<file path="src/rtl/gr_pkg.sv">
// ----------------------------------------------------------------------------
// gr_pkg: shared types and constants for the gyro rate conditioning block
// Payload structs, register indexes, reset values, sequencer states, lane and
// merge control bundles, and the 32-bit saturation helper.
// ----------------------------------------------------------------------------
package gr_pkg;

  localparam int unsigned NumAxes = 3;
  localparam int unsigned SampleW = 16;
  localparam int unsigned RateW   = 32;
  localparam int unsigned CoefW   = 16;
  localparam int unsigned ScaleW  = 32;
  localparam int unsigned AlphaW  = 17;
  localparam int unsigned CfgW    = 48;
  localparam int unsigned CfgIdxW = 3;
  localparam int unsigned SelW    = 2;

  // register indexes
  localparam logic [CfgIdxW-1:0] RegOffsets = 3'd0;
  localparam logic [CfgIdxW-1:0] RegRowX    = 3'd1;
  localparam logic [CfgIdxW-1:0] RegRowY    = 3'd2;
  localparam logic [CfgIdxW-1:0] RegRowZ    = 3'd3;
  localparam logic [CfgIdxW-1:0] RegAlpha   = 3'd4;
  localparam logic [CfgIdxW-1:0] RegScale   = 3'd5;

  // reset values: identity matrix in Q2.13, unity alpha
  localparam logic [CfgW-1:0]   RowXRst  = 48'h0000_0000_2000;
  localparam logic [CfgW-1:0]   RowYRst  = 48'h0000_2000_0000;
  localparam logic [CfgW-1:0]   RowZRst  = 48'h2000_0000_0000;
  localparam logic [AlphaW-1:0] AlphaOne = 17'h10000;
  localparam logic [ScaleW-1:0] ScaleRst = 32'd5247384;

  // saturation bounds on a 40-bit intermediate
  localparam logic signed [39:0] RateMax = 40'sh00_7FFF_FFFF;
  localparam logic signed [39:0] RateMin = -40'sh00_8000_0000;

  typedef struct packed {
    logic [7:0]  x_high_byte;
    logic [7:0]  x_low_byte;
    logic [7:0]  y_high_byte;
    logic [7:0]  y_low_byte;
    logic [7:0]  z_high_byte;
    logic [7:0]  z_low_byte;
    logic [31:0] now_ms;
  } gr_in_t;

  typedef struct packed {
    logic signed [31:0] rate_x;
    logic signed [31:0] rate_y;
    logic signed [31:0] rate_z;
    logic signed [15:0] sample_x;
    logic signed [15:0] sample_y;
    logic signed [15:0] sample_z;
    logic               data_valid;
    logic [31:0]        change_time_ms;
  } gr_out_t;

  typedef enum logic [3:0] {
    ST_IDLE,
    ST_SCALE,
    ST_SAT,
    ST_MAC0,
    ST_MAC1,
    ST_MAC2,
    ST_ACC,
    ST_ROUND,
    ST_FMUL,
    ST_FUPD,
    ST_DONE
  } gr_state_e;

  // per-step enables for every lane
  typedef struct packed {
    logic            scale_en;
    logic            sat_en;
    logic            mac_en;
    logic [SelW-1:0] mac_sel;
    logic            acc_en;
    logic            acc_clr;
    logic            round_en;
    logic            fmul_en;
    logic            fupd_en;
  } gr_lane_ctl_t;

  typedef struct packed {
    logic track;
    logic load;
  } gr_merge_ctl_t;

  function automatic logic signed [RateW-1:0] sat_rate(input logic signed [39:0] v);
    logic signed [RateW-1:0] r;
    if (v > RateMax) begin
      r = 32'sh7FFF_FFFF;
    end else if (v < RateMin) begin
      r = -32'sh8000_0000;
    end else begin
      r = v[RateW-1:0];
    end
    return r;
  endfunction

endpackage

</file>
<file path="src/rtl/gr_merge.sv">
// ----------------------------------------------------------------------------
// gr_merge: change tracking and result register
// Keeps the previous frame, the sticky valid flag and the change time, and
// packs the lane results into the output register that feeds the out channel.
// ----------------------------------------------------------------------------
module gr_merge (
  input  logic                                           clk_i,
  input  logic                                           rst_ni,
  input  gr_pkg::gr_merge_ctl_t                          ctl_i,
  input  logic [gr_pkg::NumAxes-1:0][gr_pkg::SampleW-1:0] samples_i,
  input  logic [31:0]                                    now_ms_i,
  input  logic [gr_pkg::NumAxes-1:0][gr_pkg::RateW-1:0]   rates_i,
  input  logic                                           out_ready_i,
  output logic                                           out_valid_o,
  output gr_pkg::gr_out_t                                out_data_o
);

  logic [gr_pkg::NumAxes-1:0][gr_pkg::SampleW-1:0] prev_q;
  logic        flag_q;
  logic [31:0] time_q;
  logic        changed;
  logic        valid_q;
  gr_pkg::gr_out_t out_q;

  assign changed = (samples_i != prev_q);

  // previous frame, sticky flag, change time
  always_ff @(posedge clk_i or negedge rst_ni) begin
    if (!rst_ni) begin
      prev_q <= '0;
      flag_q <= 1'b0;
      time_q <= '0;
    end else if (ctl_i.track) begin
      prev_q <= samples_i;
      if (changed) begin
        flag_q <= 1'b1;
        time_q <= now_ms_i;
      end
    end
  end

  // output valid: set on load, cleared on transfer
  always_ff @(posedge clk_i or negedge rst_ni) begin
    if (!rst_ni) begin
      valid_q <= 1'b0;
    end else if (ctl_i.load) begin
      valid_q <= 1'b1;
    end else if (out_ready_i) begin
      valid_q <= 1'b0;
    end
  end

  // result payload
  always_ff @(posedge clk_i) begin
    if (ctl_i.load) begin
      out_q.rate_x         <= rates_i[0];
      out_q.rate_y         <= rates_i[1];
      out_q.rate_z         <= rates_i[2];
      out_q.sample_x       <= samples_i[0];
      out_q.sample_y       <= samples_i[1];
      out_q.sample_z       <= samples_i[2];
      out_q.data_valid     <= flag_q;
      out_q.change_time_ms <= time_q;
    end
  end

  assign out_valid_o = valid_q;
  assign out_data_o  = out_q;

endmodule

</file>
<file path="config.mk">
export PLATFORM = sky130hd
export DESIGN_NAME = gr_merge
export DESIGN_NICKNAME = d
export VERILOG_FILES = /design/src/rtl/gr_pkg.sv /design/src/rtl/gr_merge.sv
export SDC_FILE = /design/constraint.sdc
export NUM_CORES = 1
export LEC_CHECK = 0
export ABC_AREA = 1
export BUFFER_PORTS_ARGS = -buffer_cell sky130_fd_sc_hd__buf_4
export CAP_MARGIN = 15
export CORE_ASPECT_RATIO = 0.9
export CORE_MARGIN = 2
export CORE_UTILIZATION = 25
export DETAILED_ROUTE_END_ITERATION = 8
export GPL_TIMING_DRIVEN = 1
export PLACE_DENSITY = 0.46
export SYNTH_ARGS = -nofsm -noshare
export SYNTH_HDL_FRONTEND = slang
export SYNTH_SLANG_ARGS = --single-unit
</file>
<file path="constraint.sdc">
create_clock -name clk_i -period 3.5 [get_ports clk_i]
set_clock_uncertainty 0.1 [all_clocks]
set_input_delay 0.7 -clock clk_i [delete_from_list [all_inputs] [get_ports clk_i]]
set_output_delay 0.7 -clock clk_i [all_outputs]
set_load 0.01 [all_outputs]
</file>
## Word level (Yosys, flattened, before mapping)

Cells that the tools add are included.

- Bits of input ports: 181
- Logic and storage cells: 19
- Output and inout port bits: 178
- Register bits: 259

- Equal/unequal tests: 1
- Muxes and demuxes: 2
- Reduce and logical (&&, ||, !) cells: 2

Operators with widths:

| kind | number |
|---|---|
| $ne 48x48->1 | 1 |
| $mux 1 | 2 |
| $reduce_and 2->1 | 1 |
| $reduce_bool 2->1 | 1 |

## Logic depth before layout (Yosys ltp)

- Word-level depth: 2
- Mapped depth: 13
- Mapped depth without buffers: 12

## Worst setup path after synthesis

No wires, ideal clock.

- Path kind: input-to-reg
- Start point: in samples_i[31] in the netlist's numbering
- End point: reg time_q[10]
- Setup slack: 1.718 ns
- Library setup time: 0.117 ns
- Data arrival time: 1.566 ns
- Data required time: 3.283 ns
- Stages on the path: 9
- Buffers on the path: 1
- Path through: xnor2_1 > nand2_1 > nor2_1 > nand2_1 > nor2_1 > nand3_2 > buf_2 > nand3_1 > nand2_1

- Cells in the longest elaborated chain, start to end: 2

RTL lines:

| what | line | source |
|---|---|---|
| from (decl) | gr_merge.sv:10 | `input logic [gr_pkg::NumAxes-1:0][gr_pkg::SampleW-1:0] samples_i,` |
| $ne 48x48->1 | gr_merge.sv:25 | `assign changed = (samples_i != prev_q);` |
| $reduce_and 2->1 (no line) | n/a |  |
| to (signal assigned) | gr_merge.sv:37 | `time_q <= now_ms_i;` |
| to (decl) | gr_merge.sv:20 | `logic [31:0] time_q;` |

Every way passes these cells.
A chain may end at the register's enable or synchronous reset.

## Final worst setup path

- Start point: reg prev_q[43] in the netlist's numbering
- End point: reg time_q[0]

- Cells in the longest elaborated chain, start to end: 2

RTL lines:

| what | line | source |
|---|---|---|
| from (decl) | gr_merge.sv:18 | `logic [gr_pkg::NumAxes-1:0][gr_pkg::SampleW-1:0] prev_q;` |
| from (signal assigned) | gr_merge.sv:34 | `prev_q <= samples_i;` |
| $ne 48x48->1 | gr_merge.sv:25 |  |
| $reduce_and 2->1 (no line) | n/a |  |

Every way passes these cells.

==> results.env <==
RUN_STATUS='finished, final reports clean'
GRT.TOTAL_USAGE_PCT=12.7
TIMING.CRITICAL_PATH.MODE_CELL='sky130_fd_sc_hd__nand2_1'
YOSYSMOSTFREQUENTCELL='sky130_fd_sc_hd__edfxtp_1'
GRT_USE_MET1_PCT=15.4
BUFFER_PORTS.INSERTED=358
MAX_CAP_VIOLATIONS=0
FIN_CRIT_SH_PCT=62.1
POWER.DENSITY_nW_PER_UM2=558
GRT_PASS1_VIAS=5825
FINAL.SETUP.TNS_NS=0
CTS.ROOT.BUFFER_CELL='sky130_fd_sc_hd__clkbuf_16'
FP-ROW-COUNT=66
GLOBAL_ROUTE.PEAK_USAGE_LAYER='met2'
VIA_CELL_RATIO=3.95
DRT_DRC_VIOLATIONS_LEFT=0
DETAIL_ROUTE.WIRELENGTH_MM=25.2
DETAIL_ROUTE.ITER0.VIOLATIONS=209
SYN-INSTANCE-COUNT=602
FP.COREAREA_SQ_UM=36200
AREA_DELTA_SYNTH_FINAL_PCT=46.5
DPL.CELL_COUNT=1429
PREVAILING_POST_SYNTH_REGISTER_CELL='sky130_fd_sc_hd__edfxtp_1'
SYNTH_TOP_AREA_SHARE_PCT=58.0
GLOBALROUTEOVERFLOWTOTAL=0
TIMING.FINAL.WS_SETUP_NS=1.33
FINALNETCOUNT=1165
POST-SYNTH-TOP-AREA-CELL='sky130_fd_sc_hd__edfxtp_1'
POWER_uW=7490
END_KIND='flop'
POST_CTS_RESIZED=0
SYN_AREA_SQ_UM=9170
GP_CONGESTION=0.722
CHIPHEIGHT_UM=186
CTS.SINKS=259
GR-USAGE-MET3_PCT=4.74
CTS_TREE='built'
HOLD_VIOL=0
DIE_W_UM=206
GRT_ANTENNA_BEFORE_REPAIR=0
TIGHTEST_SLEW_NS=0.910
SETUP_REPAIR_AFTER_GLOBAL_ROUTING_MISSED_ITS_MARGIN='no'
MAX-VDD-IR-DROP_mV=0.347
FMAX_MHz=460
DR_TOTAL_VIAS=5861
MAPPEDNETLISTNETS=783
DIE_AREA_SQ_UM=38200
SETUP_VIOL=0
YS_TOP_CELLS_BY_AREA='sky130_fd_sc_hd__edfxtp_1 58%, sky130_fd_sc_hd__dfrtp_1 22%, sky130_fd_sc_hd__nand2_1 6.4%, sky130_fd_sc_hd__mux2_2 3.9%, sky130_fd_sc_hd__xnor2_1 3.1%'
ASYNC_SET_OR_RESET_FLOP_FRACTION_IN_THE_SYNTHESIZED_NETLIST_PCT=31.7
MAX_STAGE_DELAY_NS=0.39
WS_PATH_TYPE='flop to flop'
SLOWEST_STAGE='sky130_fd_sc_hd__dfrtp_1'
NUMBER_OF_SYNTHESIZED_FLOPS_WITH_AN_ENABLE_PIN=177
CTS-HTREE-LEVELS=1
CTS_SETUP_BUFFERS=0
FINAL_PERIOD_MINUS_WORST_SETUP_SLACK_NS=2.17
YOSYSWARNINGCOUNT=0
MAXSLEWVIOLCOUNT=0
CTS_MADE_BUFFERS=29
YS_SEQ_ELEMENTS=259
PLACE_HPWL_MM=18.4
CTS-ROOT-TO-SINK-BUFFERS=3
CP.REQUIRED_NS=3.91
SEQUENTIAL_CELL_AREA_FRACTION_IN_THE_YOSYS_REPORT_PCT=80.4
FIRSTDRTPASSITERS=4
NETLIST_TOP_CELLS_COUNT='177 x sky130_fd_sc_hd__edfxtp_1, 156 x sky130_fd_sc_hd__nand2_1, 82 x sky130_fd_sc_hd__dfrtp_1, 39 x sky130_fd_sc_hd__inv_1'
CLK_LATENCY_NS=0.57
PLACE_WS_NS=0.834
CRIT_PATH_CELL_TRACE='inv_1 > nand2_1 > nand2_1 > nand2_1 > nor2_1 > nand2_1 > nor2_1 > nand3_2 > buf_4 > nand2_4 > nand2_1 > nand2_1'
DRTANTENNAVIOLNETS=0
WORST_SLEW_MARGIN_REL_PCT=39.3
LAYOUT-DRIVE-GT1-SHARE_PCT=44.3
WORST_HOLD_PATH_TYPE='primary input to async pin'
NUM_IO_PINS=359
GRT_FIRST_PASS_WIRELENGTH_MM=36.1
SYNTHESIS.AREA_PER_INSTANCE_SQ_UM=15.2
WORST_SETUP_PATH_START_KIND='flop'
TIMING.CRITICAL_PATH.BUF_INV=2
TIMING.CRITICAL_PATH.FANOUT_MAX=33
MET2_TRACK_USAGE_GR_PCT=21.4
NON_FILLER_CELLS_IN_THE_FINISHED_LAYOUT=1484
CLK_PIN_SLEW_WORST_PATHS_NS=0.06
LEAKAGEPOWER_uW=0.00590
SYNTH.LIB_CELLS_USED.DISTINCT=17
CRITICAL-PATH-TOP-DELAY-FAMILY='simple AND/OR/NAND/NOR gates'
LARGEST_NET_DEGREE_AT_THE_START_OF_GLOBAL_ROUTING=72
CTS.HOLD.BUFFERS_ADDED=0
FLOORPLAN.INITIALDENSITY_PCT=25.3
DATA_ARRIVAL_TIME_OF_THE_CRITICAL_PATH_NS=2.58
ROUTE.DETAILED.WL_PER_INST_UM=17.0
## report_power, final
group / leakage (uW) / internal [uW] / switching [uW]
combinational: 0.00272 / 439 / 390
clock: 0.000465 / 1760 / 1250
sequential: 0.00272 / 3560 / 96.4
total: 0.00590 / 5760 / 1740
## cell families (layout without fill, tap and decap cells)
| group | after synthesis | in the layout | synth area share (%) |
|---|---|---|---|
| mux | 32 | 32 | 3.93 |
| compound gates | 17 | 17 | 0.956 |
| flops | 259 | 259 | 80.4 |
| other cells | 0 | 1 | 0 |
| xor+xnor | 32 | 32 | 3.06 |
| buf+inv | 56 | 461 | 2.63 |
| simple gates | 206 | 206 | 9.05 |
## state kept, by name, summed over array words and instances (netlist names)
name	count
flag_q	1
out_data_o	177
out_valid_o	1
prev_q	48
time_q	32
## layout by cell type, fill, tap and decap left out, drive strengths merged, types with 2 or more instances in the layout
| master | instances |
|---|---|
| mux2 | 32 |
| clkinv | 11 |
| inv | 40 |
| o21ai | 16 |
| nor2 | 15 |
| nand3 | 33 |
| nand2 | 157 |
| bufinv | 2 |
| dfrtp | 82 |
| xnor2 | 32 |
| buf | 367 |
| clkbuf | 40 |
| edfxtp | 177 |
## routing by layer
metal  wire, um  share of wire (%)
met2      12300                 49
met3       2610                 10
met5          0                  0
met1       9870                 39
met4        509                2.0
## per-stage QoR
stage,util (%),hold slack [ns],instance area [sq um]
global route,37.1,0.160,13400
CTS,37.1,0.152,13400
global placement,34.5,0.336,12500
finish,37.1,0.165,13400
floorplan,-,0.304,9170
detailed placement,34.5,0.330,12500
## final timing paths
path                                         from                         to  slack (ns)  cells after the start
max in group asynchronous                  rst_ni     time_q[20]$_DFFE_PN0P_        2.37                      2
min reg2reg                 time_q[2]$_DFFE_PN0P_    out_data_o[2]$_DFFE_PP_        0.35                      0
max reg2reg                prev_q[43]$_DFFE_PN0P_      time_q[0]$_DFFE_PN0P_        1.33                     12
max                        prev_q[43]$_DFFE_PN0P_      time_q[0]$_DFFE_PN0P_        1.33                     12
min                                        rst_ni      time_q[4]$_DFFE_PN0P_        0.17                      1
min in group clk_i                    rates_i[95]  out_data_o[112]$_DFFE_PP_        0.20                      1
## area by class of cell
class                   instances  area (sq um)
fillers                      3490         22700
flip-flops and latches        259          7370
repair buffers                368          2820
multi-input cells             287          1560
clock buffers                  39           803
well taps                     476           596
inverters                      39           146
clock inverters                15           141
diodes                          1          2.50
## worst reg2reg max path, delay by kind of cell, from the launching register on
| kind | cells | cell delay (ns) |
|---|---|---|
| simple gates | 10 | 1.28 |
| flops | 1 | 0.39 |
| buf+inv | 2 | 0.35 |
Power figures use the tool's default switching activity.
