File: src/rtl/gr_pkg.sv
// ----------------------------------------------------------------------------
// gr_pkg: shared types and constants for the gyro rate conditioning block
// Payload structs, register indexes, reset values, sequencer states, lane and
// merge control bundles, and the 32-bit saturation helper.
// ----------------------------------------------------------------------------
package gr_pkg;

  localparam int unsigned NumAxes = 3;
  localparam int unsigned SampleW = 16;
  localparam int unsigned RateW   = 32;
  localparam int unsigned CoefW   = 16;
  localparam int unsigned ScaleW  = 32;
  localparam int unsigned AlphaW  = 17;
  localparam int unsigned CfgW    = 48;
  localparam int unsigned CfgIdxW = 3;
  localparam int unsigned SelW    = 2;

  // register indexes
  localparam logic [CfgIdxW-1:0] RegOffsets = 3'd0;
  localparam logic [CfgIdxW-1:0] RegRowX    = 3'd1;
  localparam logic [CfgIdxW-1:0] RegRowY    = 3'd2;
  localparam logic [CfgIdxW-1:0] RegRowZ    = 3'd3;
  localparam logic [CfgIdxW-1:0] RegAlpha   = 3'd4;
  localparam logic [CfgIdxW-1:0] RegScale   = 3'd5;

  // reset values: identity matrix in Q2.13, unity alpha
  localparam logic [CfgW-1:0]   RowXRst  = 48'h0000_0000_2000;
  localparam logic [CfgW-1:0]   RowYRst  = 48'h0000_2000_0000;
  localparam logic [CfgW-1:0]   RowZRst  = 48'h2000_0000_0000;
  localparam logic [AlphaW-1:0] AlphaOne = 17'h10000;
  localparam logic [ScaleW-1:0] ScaleRst = 32'd5247384;

  // saturation bounds on a 40-bit intermediate
  localparam logic signed [39:0] RateMax = 40'sh00_7FFF_FFFF;
  localparam logic signed [39:0] RateMin = -40'sh00_8000_0000;

  typedef struct packed {
    logic [7:0]  x_high_byte;
    logic [7:0]  x_low_byte;
    logic [7:0]  y_high_byte;
    logic [7:0]  y_low_byte;
    logic [7:0]  z_high_byte;
    logic [7:0]  z_low_byte;
    logic [31:0] now_ms;
  } gr_in_t;

  typedef struct packed {
    logic signed [31:0] rate_x;
    logic signed [31:0] rate_y;
    logic signed [31:0] rate_z;
    logic signed [15:0] sample_x;
    logic signed [15:0] sample_y;
    logic signed [15:0] sample_z;
    logic               data_valid;
    logic [31:0]        change_time_ms;
  } gr_out_t;

  typedef enum logic [3:0] {
    ST_IDLE,
    ST_SCALE,
    ST_SAT,
    ST_MAC0,
    ST_MAC1,
    ST_MAC2,
    ST_ACC,
    ST_ROUND,
    ST_FMUL,
    ST_FUPD,
    ST_DONE
  } gr_state_e;

  // per-step enables for every lane
  typedef struct packed {
    logic            scale_en;
    logic            sat_en;
    logic            mac_en;
    logic [SelW-1:0] mac_sel;
    logic            acc_en;
    logic            acc_clr;
    logic            round_en;
    logic            fmul_en;
    logic            fupd_en;
  } gr_lane_ctl_t;

  typedef struct packed {
    logic track;
    logic load;
  } gr_merge_ctl_t;

  function automatic logic signed [RateW-1:0] sat_rate(input logic signed [39:0] v);
    logic signed [RateW-1:0] r;
    if (v > RateMax) begin
      r = 32'sh7FFF_FFFF;
    end else if (v < RateMin) begin
      r = -32'sh8000_0000;
    end else begin
      r = v[RateW-1:0];
    end
    return r;
  endfunction

endpackage

File: src/rtl/gr_lane.sv
// ----------------------------------------------------------------------------
// gr_lane: one axis of the conditioning datapath
// Offset/negate/scale, one row of the alignment matrix as a three-step
// multiply-accumulate, then the exponential low-pass filter with its state.
// ----------------------------------------------------------------------------
module gr_lane (
  input  logic                                         clk_i,
  input  logic                                         rst_ni,
  input  gr_pkg::gr_lane_ctl_t                         ctl_i,
  input  logic [gr_pkg::SampleW-1:0]                   sample_i,
  input  logic [gr_pkg::SampleW-1:0]                   offset_i,
  input  logic [gr_pkg::ScaleW-1:0]                    scale_i,
  input  logic [gr_pkg::AlphaW-1:0]                    alpha_i,
  input  logic [gr_pkg::CfgW-1:0]                      row_i,
  input  logic [gr_pkg::NumAxes-1:0][gr_pkg::RateW-1:0] g_all_i,
  output logic [gr_pkg::RateW-1:0]                     g_o,
  output logic [gr_pkg::RateW-1:0]                     rate_o
);

  logic signed [16:0] diff_s;
  logic signed [49:0] prod_d, prod_q;
  logic signed [31:0] g_q;
  logic signed [15:0] coef;
  logic signed [31:0] g_sel;
  logic signed [47:0] mprod_d, mprod_q;
  logic signed [49:0] acc_base, acc_d, acc_q;
  logic signed [31:0] r_d, r_q;
  logic signed [32:0] fdiff;
  logic signed [50:0] fprod_d, fprod_q;
  logic signed [31:0] x_d, x_q;

  // d = offset - sample, then times unsigned scale
  assign diff_s = $signed({offset_i[15], offset_i}) - $signed({sample_i[15], sample_i});
  assign prod_d = diff_s * $signed({1'b0, scale_i});

  // matrix tap for this step
  assign coef    = $signed(row_i[ctl_i.mac_sel * gr_pkg::CoefW +: gr_pkg::CoefW]);
  assign g_sel   = $signed(g_all_i[ctl_i.mac_sel]);
  assign mprod_d = coef * g_sel;

  assign acc_base = ctl_i.acc_clr ? 50'sd0 : acc_q;
  assign acc_d    = acc_base + {{2{mprod_q[47]}}, mprod_q};
  assign r_d      = gr_pkg::sat_rate(40'(acc_q >>> 13));

  // filter: X += ((r - X) * alpha) >> 16
  assign fdiff   = 33'(r_q) - 33'(x_q);
  assign fprod_d = fdiff * $signed({1'b0, alpha_i});
  assign x_d     = gr_pkg::sat_rate(40'(x_q) + 40'(fprod_q >>> 16));

  // datapath registers
  always_ff @(posedge clk_i) begin
    if (ctl_i.scale_en) prod_q  <= prod_d;
    if (ctl_i.sat_en)   g_q     <= gr_pkg::sat_rate(40'(prod_q >>> 16));
    if (ctl_i.mac_en)   mprod_q <= mprod_d;
    if (ctl_i.acc_en)   acc_q   <= acc_d;
    if (ctl_i.round_en) r_q     <= r_d;
    if (ctl_i.fmul_en)  fprod_q <= fprod_d;
  end

  // filter state
  always_ff @(posedge clk_i or negedge rst_ni) begin
    if (!rst_ni) begin
      x_q <= '0;
    end else if (ctl_i.fupd_en) begin
      x_q <= x_d;
    end
  end

  assign g_o    = g_q;
  assign rate_o = x_q;

endmodule

File: config.mk
export PLATFORM = sky130hd
export DESIGN_NAME = gr_lane
export DESIGN_NICKNAME = d
export VERILOG_FILES = /design/src/rtl/gr_pkg.sv /design/src/rtl/gr_lane.sv
export SDC_FILE = /design/constraint.sdc
export NUM_CORES = 2
export LEC_CHECK = 0
export ABC_AREA = 1
export BUFFER_PORTS_ARGS = -buffer_cell sky130_fd_sc_hd__buf_2
export CAP_MARGIN = 20
export CORE_MARGIN = 2
export CORE_UTILIZATION = 50
export CTS_BUF_LIST = sky130_fd_sc_hd__clkbuf_16
export DETAILED_ROUTE_END_ITERATION = 8
export GPL_ROUTABILITY_DRIVEN = 1
export PLACE_DENSITY = 0.69
export RECOVER_POWER = 50
export SYNTH_ARGS = -nofsm -noshare
export SYNTH_HDL_FRONTEND = slang
export SYNTH_SLANG_ARGS = --single-unit
File: constraint.sdc
create_clock -name clk_i -period 7.3 [get_ports clk_i]
set_clock_uncertainty 0.15 [all_clocks]
set_input_delay 1.095 -clock clk_i [delete_from_list [all_inputs] [get_ports clk_i]]
set_output_delay 1.095 -clock clk_i [all_outputs]
set_load 0.1 [all_outputs]
---- After elaboration in Yosys (flattened, before gate mapping) ----
Index checks and enable logic that the tools add are counted.
word-level totals
  output and inout bits ................... 64
  bits in registers ....................... 295
  word-level logic and storage cells ...... 29
  input port bits ......................... 237
cells by class
  $mul .................................... 3
  mux-type cells .......................... 7
  add/sub/neg operators ................... 4
  magnitude comparators ................... 7
  shifts and indexed selects .............. 1
operators by type and width
  cell                                                                                number
  32-bit two-way mux                                                                  5
  32-bit binary-select mux with 2-bit select                                          1
  33-bit by 18-bit multiplier with 51-bit output                                      1
  50-bit adder                                                                        1
  17-bit by 33-bit multiplier with 50-bit output                                      1
  50-bit two-way mux                                                                  1
  16-bit by 32-bit multiplier with 48-bit output                                      1
  48-bit by 7-bit indexed part select with 16-bit output                              1
  37-bit by 32-bit greater-than comparator with 1-bit output (second input constant)  1
  37-bit by 32-bit less-than comparator with 1-bit output (second input constant)     1
  32-bit by 35-bit adder with 36-bit output                                           1
  36-bit by 32-bit greater-than comparator with 1-bit output (second input constant)  1
  36-bit by 32-bit less-than comparator with 1-bit output (second input constant)     1
  34-bit by 32-bit greater-than comparator with 1-bit output (second input constant)  1
  34-bit by 32-bit less-than comparator with 1-bit output (second input constant)     1
  32-bit by 32-bit subtractor with 33-bit output                                      1
  16-bit by 16-bit subtractor with 17-bit output                                      1
  2-bit by 3-bit less-than comparator with 1-bit output (second input constant)       1

---- Depth between registers and ports, before layout ----
  depth in word-level cells ............... 4
  depth in mapped cells ................... 41
  mapped depth without buffers ............ 40

---- Worst setup path after synthesis ----
No wires, ideal clock.
  path kind ............................... flip-flop to flip-flop
  start point ............................. register x_q[0] (netlist: rate_o[0])
  end point ............................... register fprod_q[46] (data pin)
  path buffers ............................ 1
  required time ........................... 6.890 ns
  clock period less this slack ............ 7.922 ns
  setup slack ............................. -0.622 ns
  data arrival time ....................... 7.512 ns
  library setup time ...................... 0.260 ns
  cell stages (with the launch flop) ...... 32
  path through ............................ dfrtp_1 -> ha_1 -> fa_1 -> nand3b_1 -> nand3_1 -> nand3_1 -> nand3_2 -> a21oi_2 -> o21ai_2 -> nand3_2 -> nand3_2 -> nand2_2 -> buf_8 -> nor2_4 -> inv_2 -> fa_1 -> fa_1 -> inv_1 -> fa_1 -> fa_1 -> fa_1 -> inv_1 -> fa_1 -> inv_1 -> ha_1 -> nand2_1 -> nor2_1 -> inv_1 -> nor4_1 -> o21ai_0 -> nand3_1 -> xor2_1
between the ends
  cells in the longest elaborated chain, start to end .. 2
RTL lines
  item                                            line           source
  from (decl)                                     gr_lane.sv:30  logic signed [31:0] x_d, x_q;
  from (signal assigned)                          gr_lane.sv:63  x_q <= '0;
  from (signal assigned)                          gr_lane.sv:65  x_q <= x_d;
  32-bit by 32-bit subtractor with 33-bit output  gr_lane.sv:46  assign fdiff = 33'(r_q) - 33'(x_q);
  33-bit by 18-bit multiplier with 51-bit output  gr_lane.sv:47  assign fprod_d = fdiff * $signed({1'b0, alpha_i});
  named net fprod_d[46]                           gr_lane.sv:29  logic signed [50:0] fprod_d, fprod_q;
  to (signal assigned)                            gr_lane.sv:57  if (ctl_i.fmul_en) fprod_q <= fprod_d;
  to (decl)                                       gr_lane.sv:29
The timed path passes the listed nets, and every way through them passes these cells.
A chain may end at the register's enable or synchronous reset.

---- Worst setup path after layout ----
  start point ............................. register x_q[0] (netlist: rate_o[0])
  end point ............................... register fprod_q[45] (data pin)
The elaborated chain is that of the path after synthesis.

==> metrics.md <==
| Metric | Value |
|---|---|
| RR Startpoint | `rate_o[0]` |
| Vias/cell | `5.25` |
| Failing checks | `max-capacitance violations, max-slew violations, negative setup slack` |
| Worst Path Required | `~7600 ps` |
| Syn nets | `roughly 11000` |
| Share of the synthesized area in the top cell type | `0.397` |
| Most common cell in the netlist | `inv_1` |
| CTS tree | `built` |
| CP top delay family | `adder cells` |
| CP startpoint | `rate_o[0]` |
| Dpl hpwl | `~210 mm` |
| Setup repair after global routing missed its margin | `yes` |
| CP peak stage delay | `around 650 ps` |
| Status | `finished, violations left` |
| Worst-Skew Late Latency | `just under 600 ps` |
| Main synth FF type | `edfxtp_1` |
| Worst min path class | `reg2reg` |
| Vias in the first global route | `~70000` |
| GRT Overall Usage | `0.327` |
| Tcrit/Tclk final | `1.07` |
| Layout net count | `12888` |
| Largest net degree at the start of global routing | `between 50 and 60` |
| Actual slew at the worst max-slew pin | `roughly 2900 ps` |
| Pre-CTS setup slack | `-1050 ps` |
| Max clock buf depth | `3` |
| Worst setup SP type | `flop` |
| IO Count | `approximately 300` |
| DRT antenna net count | `0` |
| Area contributors post-synth | `fa_1 40%, inv_1 12%, edfxtp_1 9.4%` |
| Max-slew violations | `a little over 300` |
| Kind of critical path | `reg2reg` |
| Post-synth top area cell | `fa_1` |
| Top cells by count, synth | `2431 x inv_1, 1776 x nand2_1, 1472 x fa_1` |
| Hold_buf cts | `0` |
| Design Area, Final | `94100 um2` |
| Ratio of cells with drive above 1 in the final layout | `0.262` |
| Syn Inst Count | `just over 9000` |
| Final Util | `0.638` |
| Die width | `between 300 and 400 um` |
| Reg2reg setup slack | `-530 ps` |
| Max Cap Violations | `8` |
| Synthesized area per cell | `8.00 um2` |
| Initial antenna violation count | `5` |
| CP endpoint | `fprod_q[45]` |
| Routability cong. | `about 1.0` |
| Die area | `about 150000 um2` |
| Placement row count | `about 140` |
| Critical-path top delay cell | `fa_2` |
| Starting DRT DRC Count | `roughly 5000` |
| Clock transition at path regs | `60 ps` |
| Fillers | `12640` |
| Post-synthesis async set-or-reset flop share | `0.122` |
| Yosys synthesis warning count | `0` |
| Num CTS Buffers | `28` |
| Slew HR | `-0.948` |
| Synthesized flop and latch total | `approximately 260` |
| Stages on worst setup path | `31` |
| Vias | `approximately 66000` |
| Reg2Reg Depth | `31` |
| Inst Count DP | `between 10000 and 15000` |
| Worst Setup End Kind | `flop` |
| CTS sink count | `263` |
| Tmin final | `between 7000 and 8000 ps` |
| Pre-antenna DRT Iters | `6` |
| Final Hold Vio Count | `0` |
| First-pass GRT wire length | `just under 400 mm` |
| H-tree levels | `1` |
| Fin cells | `~13000` |
| Post-synth EDFFs | `around 230` |
| WP buf/inv | `7` |
| Die H | `roughly 390 um` |
| Core area | `about 150000 um2` |
| CP arrival | `between 8000 and 9000 ps` |
| # DRC | `0` |
| P&R area growth vs syn | `26.9%` |
| Final number of setup-violating endpoints | `65` |
| Synthesized area | `about 74000 um2` |
| Netlist cell types | `between 60 and 70` |
| Detailed-route wire length | `about 250 mm` |
| Gr ovfl total | `0` |
| Reg2Reg Capture Point | `fprod_q[45]` |
| Placed Area | `around 90000 um2` |
| Crit path top cell by count | `fa_2` |
| Initial Util | `0.503` |
| Achievable Freq | `128 MHz` |
| Clock Tree Root | `clkbuf_16` |
| Avg WL per Cell | `between 15 and 20 um` |
| Post-synthesis sequential area ratio | `0.104` |
| Crit-path max FO | `6` |
| Final worst setup slack | `-526 ps` |
| PortBufs | `300` |
==> flip-flops by register name, indices dropped and copies added (netlist names) <==
register / count
acc_q: 50
fprod_q: 35
g_o: 32
mprod_q: 48
prod_q: 34
r_q: 32
rate_o: 32
==> stage by stage <==
step	hold WS, ps	TNS [ps]
after floorplan	350	-206
after global placement	380	-69150
after detailed placement	376	-73050
after CTS	389	-9620
after global routing	406	-33360
final	401	-17670
==> cell families (layout without fill, tap and decap cells) <==
family	after synthesis	in the layout	share of synthesized area
AO/OA/AOI/OAI	877	877	0.0685
flip-flops	263	263	0.104
buffers and inverters	2751	4168	0.141
other	0	4	0
adder cells (fa/ha/maj)	1989	1989	0.485
AND/OR/NAND/NOR	3182	3182	0.177
XOR/XNOR	205	205	0.0242
==> final cells by class <==
class	instances	area, um2	area share
inverters	2455	9320	0.0990
diodes	4	10.0	0.000106
clock buffers	28	701	0.00744
clock inverters	24	260	0.00277
flip-flops and latches	263	7800	0.0829
repair inverters	1	5.00	0.0000532
repair buffers	1660	13200	0.140
multi-input cells	6253	60400	0.642
well taps	1930	2410	0.0257
==> worst min-delay path by stage <==
stage                     startpoint      end  cells past startpoint
after global placement     acc_q[49]  r_q[31]                      0
final                      acc_q[49]  r_q[31]                      0
after floorplan           prod_q[49]  g_o[31]                      1
after global routing       acc_q[49]  r_q[31]                      0
after detailed placement   acc_q[49]  r_q[31]                      0
after CTS                  acc_q[49]  r_q[31]                      0
==> worst reg2reg max path, delay by kind of cell (launching register included) <==
family | cells | cell delay [ps]
AOI/OAI and AO/OA | 2 | 340
adders and majority gates | 9 | 4020
DFF | 1 | 520
xor gates and xnor gates | 1 | 220
and+or+nand+nor | 12 | 1670
buffers and inverters | 7 | 780
==> layout by cell type (no fill, tap or decap), types with 60 or more instances in the layout <==
cell type     n
a21oi_1     259
a21oi_2     116
buf_12       90
buf_2       292
buf_4      1181
buf_6        82
edfxtp_1    231
fa_1       1424
ha_1        440
ha_4         76
inv_1      2286
inv_2       133
nand2_1    1651
nand2_2     120
nand3_1     253
nor2_1      714
nor2_2       70
nor2_4       60
o21ai_0     148
or2_2        86
xnor2_1      65
xor2_1      116
==> what timing repair did <==
| item | in CTS | in global routing |
|---|---|---|
| resized for setup | 684 | 454 |
| endpoints found under the hold margin | 0 | 0 |
| pin swaps | 277 | 251 |
| setup endpoints to repair | 91 | 96 |
| gates cloned | 3 | 1 |
| buffers inserted | 100 | 59 |
==> per-layer routing <==
layer	track usage	routed length (um)	part of all wire
met5	0	15	0.000061
met4	0.121	11300	0.046
met3	0.0573	20000	0.081
met2	0.541	115000	0.47
met1	0.431	100000	0.41
Power is not shown: default switching activity piles up to over one toggle a cycle in this logic, so the estimate is an artifact.
